$ cat src/hw/rtl/eycc_to_rgb_rounding_assert.svh
// Assertion macros for the extended YCC to RGB converter.
// Included by files that check their own logic; depends on nothing else.
`ifndef EYCC_TO_RGB_ROUNDING_ASSERT_SVH
`define EYCC_TO_RGB_ROUNDING_ASSERT_SVH
`ifndef SYNTHESIS
`define EYCC_ASSERT(label, clk, rst, prop) \
   label: assert property (@(posedge clk) disable iff (rst) prop) \
      else $error("eycc assertion failed");
`define EYCC_ASSERT_NEVER(label, clk, rst, expr) \
   label: assert property (@(posedge clk) disable iff (rst) !(expr)) \
      else $error("eycc forbidden condition seen");
`else
`define EYCC_ASSERT(label, clk, rst, prop)
`define EYCC_ASSERT_NEVER(label, clk, rst, expr)
`endif
`endif

$ cat src/hw/rtl/eycc_pkg.sv
// Shared widths, matrix coefficients, register indexes and word types
// for the extended YCC to RGB converter. Depends on nothing.
package eycc_pkg;

   localparam int SAMPLE_BITS = 16;
   localparam int IN_W        = SAMPLE_BITS + 1;
   localparam int REG_W       = 16;
   localparam int CSR_IDX_W   = 2;
   localparam int CHR_W       = ((IN_W > REG_W + 1) ? IN_W : REG_W + 1) + 1;
   localparam int COEF_FRAC   = 24;
   localparam int COEF_W      = 26;
   localparam int PROD_W      = COEF_W + CHR_W;
   localparam int SUM_W       = PROD_W + 2;
   localparam int SHIFT_W     = SUM_W - COEF_FRAC;
   localparam int NUM_CH      = 3;

   typedef logic signed [COEF_W-1:0] coef_type;
   typedef logic signed [PROD_W-1:0] prod_type;
   typedef logic signed [SUM_W-1:0]  sum_type;
   typedef logic [REG_W-1:0]         chan_type;

   // rows: red, green, blue; columns: luma, blue chroma, red chroma
   localparam coef_type KMAT [NUM_CH][NUM_CH] = '{
      '{COEF_W'(16777216), COEF_W'(-617),      COEF_W'(23521489)},
      '{COEF_W'(16782249), COEF_W'(-5773459),  COEF_W'(-11980825)},
      '{COEF_W'(16774246), COEF_W'(29729898),  COEF_W'(-134)}
   };

   localparam sum_type ROUND_HALF = SUM_W'(64'sd1 << (COEF_FRAC - 1));

   localparam logic [CSR_IDX_W-1:0] CSR_CLAMP_LIMIT   = 2'd0;
   localparam logic [CSR_IDX_W-1:0] CSR_CHROMA_OFFSET = 2'd1;
   localparam logic [CSR_IDX_W-1:0] CSR_CB_SIGNED     = 2'd2;
   localparam logic [CSR_IDX_W-1:0] CSR_CR_SIGNED     = 2'd3;

   localparam logic [REG_W-1:0] CLAMP_LIMIT_RESET   = 16'd255;
   localparam logic [REG_W-1:0] CHROMA_OFFSET_RESET = 16'd128;

   typedef struct packed {
      logic [REG_W-1:0] clamp_limit;
      logic [REG_W-1:0] chroma_offset;
      logic             cb_signed;
      logic             cr_signed;
   } cfg_type;

   typedef struct packed {
      logic signed [IN_W-1:0]  luma;
      logic signed [CHR_W-1:0] cb;
      logic signed [CHR_W-1:0] cr;
   } pix_type;

endpackage

$ cat src/hw/rtl/eycc_req_if.sv
// Input channel: one pixel word of luma and two chroma samples.
// Depends on eycc_pkg.
interface eycc_req_if;
   import eycc_pkg::*;

   logic                   valid;
   logic                   ready;
   logic signed [IN_W-1:0] luma;
   logic signed [IN_W-1:0] chroma_blue;
   logic signed [IN_W-1:0] chroma_red;

   modport source (output valid, luma, chroma_blue, chroma_red, input ready);
   modport sink   (input valid, luma, chroma_blue, chroma_red, output ready);
endinterface

$ cat src/hw/rtl/eycc_rsp_if.sv
// Result channel: one word of red, green and blue.
// Depends on eycc_pkg.
interface eycc_rsp_if;
   import eycc_pkg::*;

   logic             valid;
   logic             ready;
   logic [REG_W-1:0] red;
   logic [REG_W-1:0] green;
   logic [REG_W-1:0] blue;

   modport source (output valid, red, green, blue, input ready);
   modport sink   (input valid, red, green, blue, output ready);
endinterface

$ cat src/hw/rtl/eycc_offset.sv
// Stage one: sign-extend the chroma samples and remove the chroma offset from unsigned chroma.
// Depends on eycc_pkg.
module eycc_offset (
   input  logic                             clock,
   input  logic                             reset,
   input  eycc_pkg::cfg_type                cfg,
   input  logic                             in_valid,
   output logic                             in_ready,
   input  logic signed [eycc_pkg::IN_W-1:0] luma,
   input  logic signed [eycc_pkg::IN_W-1:0] chroma_blue,
   input  logic signed [eycc_pkg::IN_W-1:0] chroma_red,
   output logic                             out_valid,
   input  logic                             out_ready,
   output eycc_pkg::pix_type                out_pix
);
   import eycc_pkg::*;

   logic                    valid_ff;
   pix_type                 pix_ff;
   pix_type                 pix_in;
   logic signed [CHR_W-1:0] flip_sx;

   assign in_ready = !valid_ff || out_ready;

   always_comb begin
      flip_sx     = $signed({{(CHR_W - REG_W){1'b0}}, cfg.chroma_offset});
      pix_in.luma = luma;
      pix_in.cb   = CHR_W'(chroma_blue) - (cfg.cb_signed ? '0 : flip_sx);
      pix_in.cr   = CHR_W'(chroma_red)  - (cfg.cr_signed ? '0 : flip_sx);
   end

   always_ff @(posedge clock) begin
      if (reset) begin
         valid_ff <= 1'b0;
      end else if (in_ready) begin
         valid_ff <= in_valid;
      end
   end

   always_ff @(posedge clock) begin
      if (in_valid && in_ready) begin
         pix_ff <= pix_in;
      end
   end

   assign out_valid = valid_ff;
   assign out_pix   = pix_ff;
endmodule

$ cat src/hw/rtl/eycc_matrix.sv
// Stages two and three: the nine coefficient products, then the three
// channel sums with the rounding half added. Depends on eycc_pkg.
module eycc_matrix (
   input  logic              clock,
   input  logic              reset,
   input  logic              in_valid,
   output logic              in_ready,
   input  eycc_pkg::pix_type in_pix,
   output logic              out_valid,
   input  logic              out_ready,
   output eycc_pkg::sum_type out_sum [eycc_pkg::NUM_CH]
);
   import eycc_pkg::*;

   logic                    prod_valid_ff;
   prod_type                prod_ff [NUM_CH][NUM_CH];
   prod_type                prod_in [NUM_CH][NUM_CH];
   logic                    sum_valid_ff;
   sum_type                 sum_ff  [NUM_CH];
   sum_type                 sum_in  [NUM_CH];
   logic signed [CHR_W-1:0] ops     [NUM_CH];
   logic                    sum_adv;
   logic                    prod_adv;

   assign sum_adv  = !sum_valid_ff || out_ready;
   assign prod_adv = !prod_valid_ff || sum_adv;
   assign in_ready = prod_adv;

   always_comb begin
      ops[0] = CHR_W'(in_pix.luma);
      ops[1] = in_pix.cb;
      ops[2] = in_pix.cr;
      for (int r = 0; r < NUM_CH; r++) begin
         for (int c = 0; c < NUM_CH; c++) begin
            prod_in[r][c] = PROD_W'(KMAT[r][c]) * PROD_W'(ops[c]);
         end
      end
   end

   always_comb begin
      for (int r = 0; r < NUM_CH; r++) begin
         sum_in[r] = SUM_W'(prod_ff[r][0]) + SUM_W'(prod_ff[r][1])
                   + SUM_W'(prod_ff[r][2]) + ROUND_HALF;
      end
   end

   always_ff @(posedge clock) begin
      if (reset) begin
         prod_valid_ff <= 1'b0;
         sum_valid_ff  <= 1'b0;
      end else begin
         if (prod_adv) begin
            prod_valid_ff <= in_valid;
         end
         if (sum_adv) begin
            sum_valid_ff <= prod_valid_ff;
         end
      end
   end

   always_ff @(posedge clock) begin
      if (in_valid && prod_adv) begin
         prod_ff <= prod_in;
      end
      if (prod_valid_ff && sum_adv) begin
         sum_ff <= sum_in;
      end
   end

   assign out_valid = sum_valid_ff;
   assign out_sum   = sum_ff;
endmodule

$ cat src/hw/rtl/eycc_clamp.sv
// Stage four: drop the fraction, clamp to [0, clamp limit] and hold the
// result word for the output channel. Depends on eycc_pkg.
module eycc_clamp (
   input  logic               clock,
   input  logic               reset,
   input  logic [eycc_pkg::REG_W-1:0] clamp_limit,
   input  logic               in_valid,
   output logic               in_ready,
   input  eycc_pkg::sum_type  in_sum [eycc_pkg::NUM_CH],
   output logic               out_valid,
   input  logic               out_ready,
   output eycc_pkg::chan_type out_chan [eycc_pkg::NUM_CH]
);
   import eycc_pkg::*;

   logic                      valid_ff;
   chan_type                  chan_ff [NUM_CH];
   chan_type                  chan_in [NUM_CH];
   logic signed [SHIFT_W-1:0] shv     [NUM_CH];

   assign in_ready = !valid_ff || out_ready;

   always_comb begin
      for (int c = 0; c < NUM_CH; c++) begin
         shv[c] = $signed(in_sum[c][SUM_W-1:COEF_FRAC]);
         if (shv[c][SHIFT_W-1]) begin
            chan_in[c] = '0;
         end else if ($unsigned(shv[c]) > SHIFT_W'(clamp_limit)) begin
            chan_in[c] = clamp_limit;
         end else begin
            chan_in[c] = REG_W'($unsigned(shv[c]));
         end
      end
   end

   always_ff @(posedge clock) begin
      if (reset) begin
         valid_ff <= 1'b0;
      end else if (in_ready) begin
         valid_ff <= in_valid;
      end
   end

   always_ff @(posedge clock) begin
      if (in_valid && in_ready) begin
         chan_ff <= chan_in;
      end
   end

   assign out_valid = valid_ff;
   assign out_chan  = chan_ff;
endmodule

$ cat src/hw/rtl/eycc_to_rgb_rounding.sv
// Extended YCC to RGB converter, one pixel word per clock while the
// result side keeps up. Each word carries a luma and two chroma samples;
// unsigned chroma has the chroma offset removed, the 3x3 matrix is applied
// in fixed point with 24 fractional bits, one half is added, the fraction
// dropped and each channel clamped to [0, clamp limit]. The word passes four
// register stages: offset removal, coefficient products, channel sums, and
// clamp into the output register. The accepted input word is captured into
// the offset register and moves on through the product, sum and output registers.
// A new word is accepted every cycle while the result side keeps up; a
// stall on the result side holds each full stage in place and propagates
// back as ready low only once every stage is full, so bubbles are
// squeezed out first. Configuration writes take effect at the next edge
// and are meant for idle periods. Depends on eycc_pkg, eycc_req_if, eycc_rsp_if.
`include "eycc_to_rgb_rounding_assert.svh"

module eycc_to_rgb_rounding (
   input  logic                               clock,
   input  logic                               reset,
   eycc_req_if.sink                           req_if,
   eycc_rsp_if.source                         rsp_if,
   input  logic                               csr_write_enable,
   input  logic [eycc_pkg::CSR_IDX_W-1:0]     csr_index,
   input  logic [eycc_pkg::REG_W-1:0]         csr_write_data
);
   import eycc_pkg::*;

   cfg_type  cfg_ff;
   cfg_type  cfg_in;

   logic     ofs_valid;
   logic     mat_ready;
   pix_type  ofs_pix;
   logic     mat_valid;
   logic     clp_ready;
   sum_type  mat_sum [NUM_CH];
   chan_type clp_chan [NUM_CH];

   // Register file: decode the write, drop unused upper bits
   always_comb begin
      cfg_in = cfg_ff;
      if (csr_write_enable) begin
         case (csr_index)
            CSR_CLAMP_LIMIT:   cfg_in.clamp_limit   = csr_write_data;
            CSR_CHROMA_OFFSET: cfg_in.chroma_offset = csr_write_data;
            CSR_CB_SIGNED:     cfg_in.cb_signed     = csr_write_data[0];
            CSR_CR_SIGNED:     cfg_in.cr_signed     = csr_write_data[0];
            default:           cfg_in = cfg_ff;
         endcase
      end
   end

   always_ff @(posedge clock) begin
      if (reset) begin
         cfg_ff.clamp_limit   <= CLAMP_LIMIT_RESET;
         cfg_ff.chroma_offset <= CHROMA_OFFSET_RESET;
         cfg_ff.cb_signed     <= 1'b0;
         cfg_ff.cr_signed     <= 1'b0;
      end else begin
         cfg_ff <= cfg_in;
      end
   end

   // Stage one: remove chroma offset from unsigned chroma
   eycc_offset u_offset (
      .clock       (clock),
      .reset       (reset),
      .cfg         (cfg_ff),
      .in_valid    (req_if.valid),
      .in_ready    (req_if.ready),
      .luma        (req_if.luma),
      .chroma_blue (req_if.chroma_blue),
      .chroma_red  (req_if.chroma_red),
      .out_valid   (ofs_valid),
      .out_ready   (mat_ready),
      .out_pix     (ofs_pix)
   );

   // Stages two and three: products, then rounded sums
   eycc_matrix u_matrix (
      .clock     (clock),
      .reset     (reset),
      .in_valid  (ofs_valid),
      .in_ready  (mat_ready),
      .in_pix    (ofs_pix),
      .out_valid (mat_valid),
      .out_ready (clp_ready),
      .out_sum   (mat_sum)
   );

   // Stage four: floor, clamp, hold the result word
   eycc_clamp u_clamp (
      .clock       (clock),
      .reset       (reset),
      .clamp_limit (cfg_ff.clamp_limit),
      .in_valid    (mat_valid),
      .in_ready    (clp_ready),
      .in_sum      (mat_sum),
      .out_valid   (rsp_if.valid),
      .out_ready   (rsp_if.ready),
      .out_chan    (clp_chan)
   );

   assign rsp_if.red   = clp_chan[0];
   assign rsp_if.green = clp_chan[1];
   assign rsp_if.blue  = clp_chan[2];

   // Input may only back up once every stage holds a word and the
   // result side is stalled
   `EYCC_ASSERT(a_ready_only_when_full, clock, reset,
      !req_if.ready |-> (ofs_valid && mat_valid && rsp_if.valid && !rsp_if.ready))

   // A sum word refused by the clamp stage must still be there next cycle
   `EYCC_ASSERT(a_sum_held_on_stall, clock, reset,
      (mat_valid && !clp_ready) |=> mat_valid)

endmodule
$ cat src/flat_wrapper.sv
// flat-port wrapper written by rule: the top's interface ports become plain ports
module eycc_to_rgb_rounding_flat import eycc_pkg::*;
  (clock, reset, csr_write_enable, csr_index, csr_write_data, req_if_valid, req_if_luma, req_if_chroma_blue, req_if_chroma_red, req_if_ready, rsp_if_valid, rsp_if_red, rsp_if_green, rsp_if_blue, rsp_if_ready);
  eycc_req_if req_if_i ();
  eycc_rsp_if rsp_if_i ();
  input  logic clock;
  input  logic reset;
  input  logic csr_write_enable;
  input  logic [eycc_pkg::CSR_IDX_W-1:0] csr_index;
  input  logic [eycc_pkg::REG_W-1:0] csr_write_data;
  input wire logic [$bits(req_if_i.valid)-1:0] req_if_valid;
  input wire logic [$bits(req_if_i.luma)-1:0] req_if_luma;
  input wire logic [$bits(req_if_i.chroma_blue)-1:0] req_if_chroma_blue;
  input wire logic [$bits(req_if_i.chroma_red)-1:0] req_if_chroma_red;
  output wire logic [$bits(req_if_i.ready)-1:0] req_if_ready;
  output wire logic [$bits(rsp_if_i.valid)-1:0] rsp_if_valid;
  output wire logic [$bits(rsp_if_i.red)-1:0] rsp_if_red;
  output wire logic [$bits(rsp_if_i.green)-1:0] rsp_if_green;
  output wire logic [$bits(rsp_if_i.blue)-1:0] rsp_if_blue;
  input wire logic [$bits(rsp_if_i.ready)-1:0] rsp_if_ready;
  assign req_if_i.valid = req_if_valid;
  assign req_if_i.luma = req_if_luma;
  assign req_if_i.chroma_blue = req_if_chroma_blue;
  assign req_if_i.chroma_red = req_if_chroma_red;
  assign req_if_ready = req_if_i.ready;
  assign rsp_if_valid = rsp_if_i.valid;
  assign rsp_if_red = rsp_if_i.red;
  assign rsp_if_green = rsp_if_i.green;
  assign rsp_if_blue = rsp_if_i.blue;
  assign rsp_if_i.ready = rsp_if_ready;
  eycc_to_rgb_rounding u_core (.clock(clock), .reset(reset), .req_if(req_if_i), .rsp_if(rsp_if_i), .csr_write_enable(csr_write_enable), .csr_index(csr_index), .csr_write_data(csr_write_data));
endmodule
$ cat config.mk
export PLATFORM = sky130hd
export DESIGN_NAME = eycc_to_rgb_rounding_flat
export DESIGN_NICKNAME = d
export VERILOG_FILES = /design/src/hw/rtl/eycc_pkg.sv /design/src/hw/rtl/eycc_req_if.sv /design/src/hw/rtl/eycc_rsp_if.sv /design/src/hw/rtl/eycc_offset.sv /design/src/hw/rtl/eycc_matrix.sv /design/src/hw/rtl/eycc_clamp.sv /design/src/hw/rtl/eycc_to_rgb_rounding.sv /design/src/flat_wrapper.sv
export VERILOG_INCLUDE_DIRS = /design/src /design/src/hw/rtl
export SDC_FILE = /design/constraint.sdc
export NUM_CORES = 2
export LEC_CHECK = 0
export BUFFER_PORTS_ARGS = -buffer_cell sky130_fd_sc_hd__buf_4
export CORE_UTILIZATION = 60
export CTS_BUF_LIST = sky130_fd_sc_hd__clkbuf_16
export DETAILED_ROUTE_END_ITERATION = 16
export GPL_TIMING_DRIVEN = 0
export PLACE_DENSITY = 0.89
export SLEW_MARGIN = 30
export SYNTH_ARGS = -nofsm -noshare
export SYNTH_HDL_FRONTEND = slang
export SYNTH_HIERARCHICAL = 1
export SYNTH_SLANG_ARGS = --single-unit
$ cat constraint.sdc
create_clock -name clock -period 8 [get_ports clock]
set_input_delay 0.4 -clock clock [delete_from_list [all_inputs] [get_ports clock]]
set_output_delay 0.4 -clock clock [all_outputs]
set_load 0.01 [all_outputs]
==> impl_metrics.toml <==
[run_status]
outcome = "complete, no violations"

[critical_path]
cp.arrival_ps = 8210
cp-end-kind = "flip-flop"
path_common_cell = "fa_1"
critPathMaxFanout = 9
critPathMaxStageDelay_ps = 720
slowest_stage = "fa_2"
cp.required_ps = 8440
cp-start-kind = "flip-flop"
worst-setup-path-type = "reg -> reg"

[die]
die_h_um = 369
die-area_um2 = 136000
rows = 134
die_x_um = 369
ios = 124
core_area_um2 = 133000
initial_utilization = 0.604

[synthesis]
synth_fp_nets = 10300
avgSynthCellArea_um2 = 10.5
syn_area_um2 = 80700
synth_cells = 7656
yosys_warnings = 6

[global_routing]
antenna_found_initial = 15
grt_pass1_wl_um = 359000
grt_start_max_net_pins = 56
grt-ovfl-total = 0
grt_pass1_vias = 60600
grt_use_total = 0.355

[routing]
vias_per_cell = 5.87
wl_per_cell_um = 24.1
vias = 57700
first_iter_violations = 4860
drc_errors = 0
first_pass_iters = 8
ant_nets = 0
wl_um = 238000

[sta]
fin_worst_skew_ps = 59.8
worstMarginPinSlew_ps = 1060
maxSlewHeadroom = 0.289
setup_viol = 0
slew_violations = 0
finalHoldViolations = 0
period_minus_slack_ps = 7770
fin_crit_sh = 0.971
max_freq_mhz = 129

[clock_tree]
insertion_delay_ps = 690
cts-root-buf = "clkbuf_16"
tritoncts = "yes"
cts_buffers = 61
worst_setup_hold_path_clk_slew_ps = 60
cts_max_level = 2
cts_buffer_depth = 3
clkSinkCount = 522

[cells_and_area]
drive_gt1_frac = 0.0652
fin_nets = 10600
syn_to_final_growth_pct = 9.05
fillers = 10000
design_area_um2 = 88000

[worst_hold_path]
hold_class = "in -> reg"

[run]
cap_violations = 0

[placed_design]
hpwlAfterDp_um = 199000
io_buffer_count = 123
place.gp.congestion = 1.03
placed_cell_area_um2 = 84400
## path summary, 6_finish.rpt
path,cells after the start,slack (ps),endpoint,from
min,3,50,u_core/cfg_ff[4],csr_write_data[2]
max,25,230,u_core/u_matrix/prod_ff[174],u_core/u_offset/out_pix[9]
min reg2reg,2,480,u_core/u_clamp/out_valid,u_core/u_matrix/out_valid
max reg2reg,25,230,u_core/u_matrix/prod_ff[174],u_core/u_offset/out_pix[9]
## through the flow
stage | util | worst slack, ps | std cells | TNS [ps] | hold slack, ps
6_report | 0.659 | 234 | 9836 | 0 | 46.3
5_1_grt | 0.659 | -58.7 | 9833 | -58.7 | 35.7
4_1_cts | 0.654 | 40.1 | 9760 | 0 | 7.88
3_5_place_dp | 0.632 | -890 | 9579 | -4790 | 464
3_3_place_gp | 0.628 | -881 | 9547 | -6410 | 433
2_1_floorplan | - | 1040 | 7656 | 0 | 423
## worst max-delay path, delay by kind of cell (launching register included)
kind | cells | cell delay (ps)
XOR/XNOR | 1 | 340
AND/OR/NAND/NOR | 3 | 630
flip-flops | 1 | 470
buffers and inverters | 7 | 830
adder cells (fa/ha/maj) | 7 | 3730
AO/OA/AOI/OAI | 7 | 1520
## layout by cell type (no fill, tap or decap), drive strengths merged, types with 180 or more instances in the layout
cell,count
a21oi,362
edfxtp,484
buf,290
fa,1173
xnor2,287
ha,1386
o21ai,180
nand2,208
inv,1841
nor2,249
## layer usage
metal	up-vias	track usage	part of all wire
met3	578	0.0874	0.10
met1	28600	0.451	0.39
met2	2585	0.569	0.45
li1	25900	-	-
met4	4	0.171	0.057
met5	-	0	0.00011
## registers in the layout (all words and copies together), names as in the netlist
signal	count
u_core/u_matrix/out_sum	66
u_core/u_offset/out_valid	1
u_core/u_offset/out_pix	53
u_core/u_matrix/prod_valid_ff	1
u_core/u_matrix/prod_ff	317
u_core/u_matrix/out_valid	1
u_core/cfg_ff	34
u_core/u_clamp/out_valid	1
u_core/u_clamp/out_chan	48
## final cells by class
cell class | instances | area [um^2] | share of cell area
repair buffers | 294 | 2640 | 0.0300
inverters | 1823 | 6840 | 0.0778
diodes | 3 | 7.51 | 0.0000854
clock inverters | 53 | 702 | 0.00798
multi-input cells | 5241 | 58400 | 0.663
clock buffers | 62 | 1550 | 0.0176
well taps | 1768 | 2210 | 0.0252
plain buffers | 70 | 343 | 0.00390
flip-flops and latches | 522 | 15300 | 0.174
## what timing repair did
action,CTS,global route
endpoints found under the hold margin,32,0
endpoints found under the setup margin,14,18
pin swaps,1,3
resized for setup,10,16
setup buffers,40,72
hold buffers,26,0
Power is left out: the tool's default activity adds up to more than one toggle a clock period on the data nets, which glitch-free logic cannot reach.
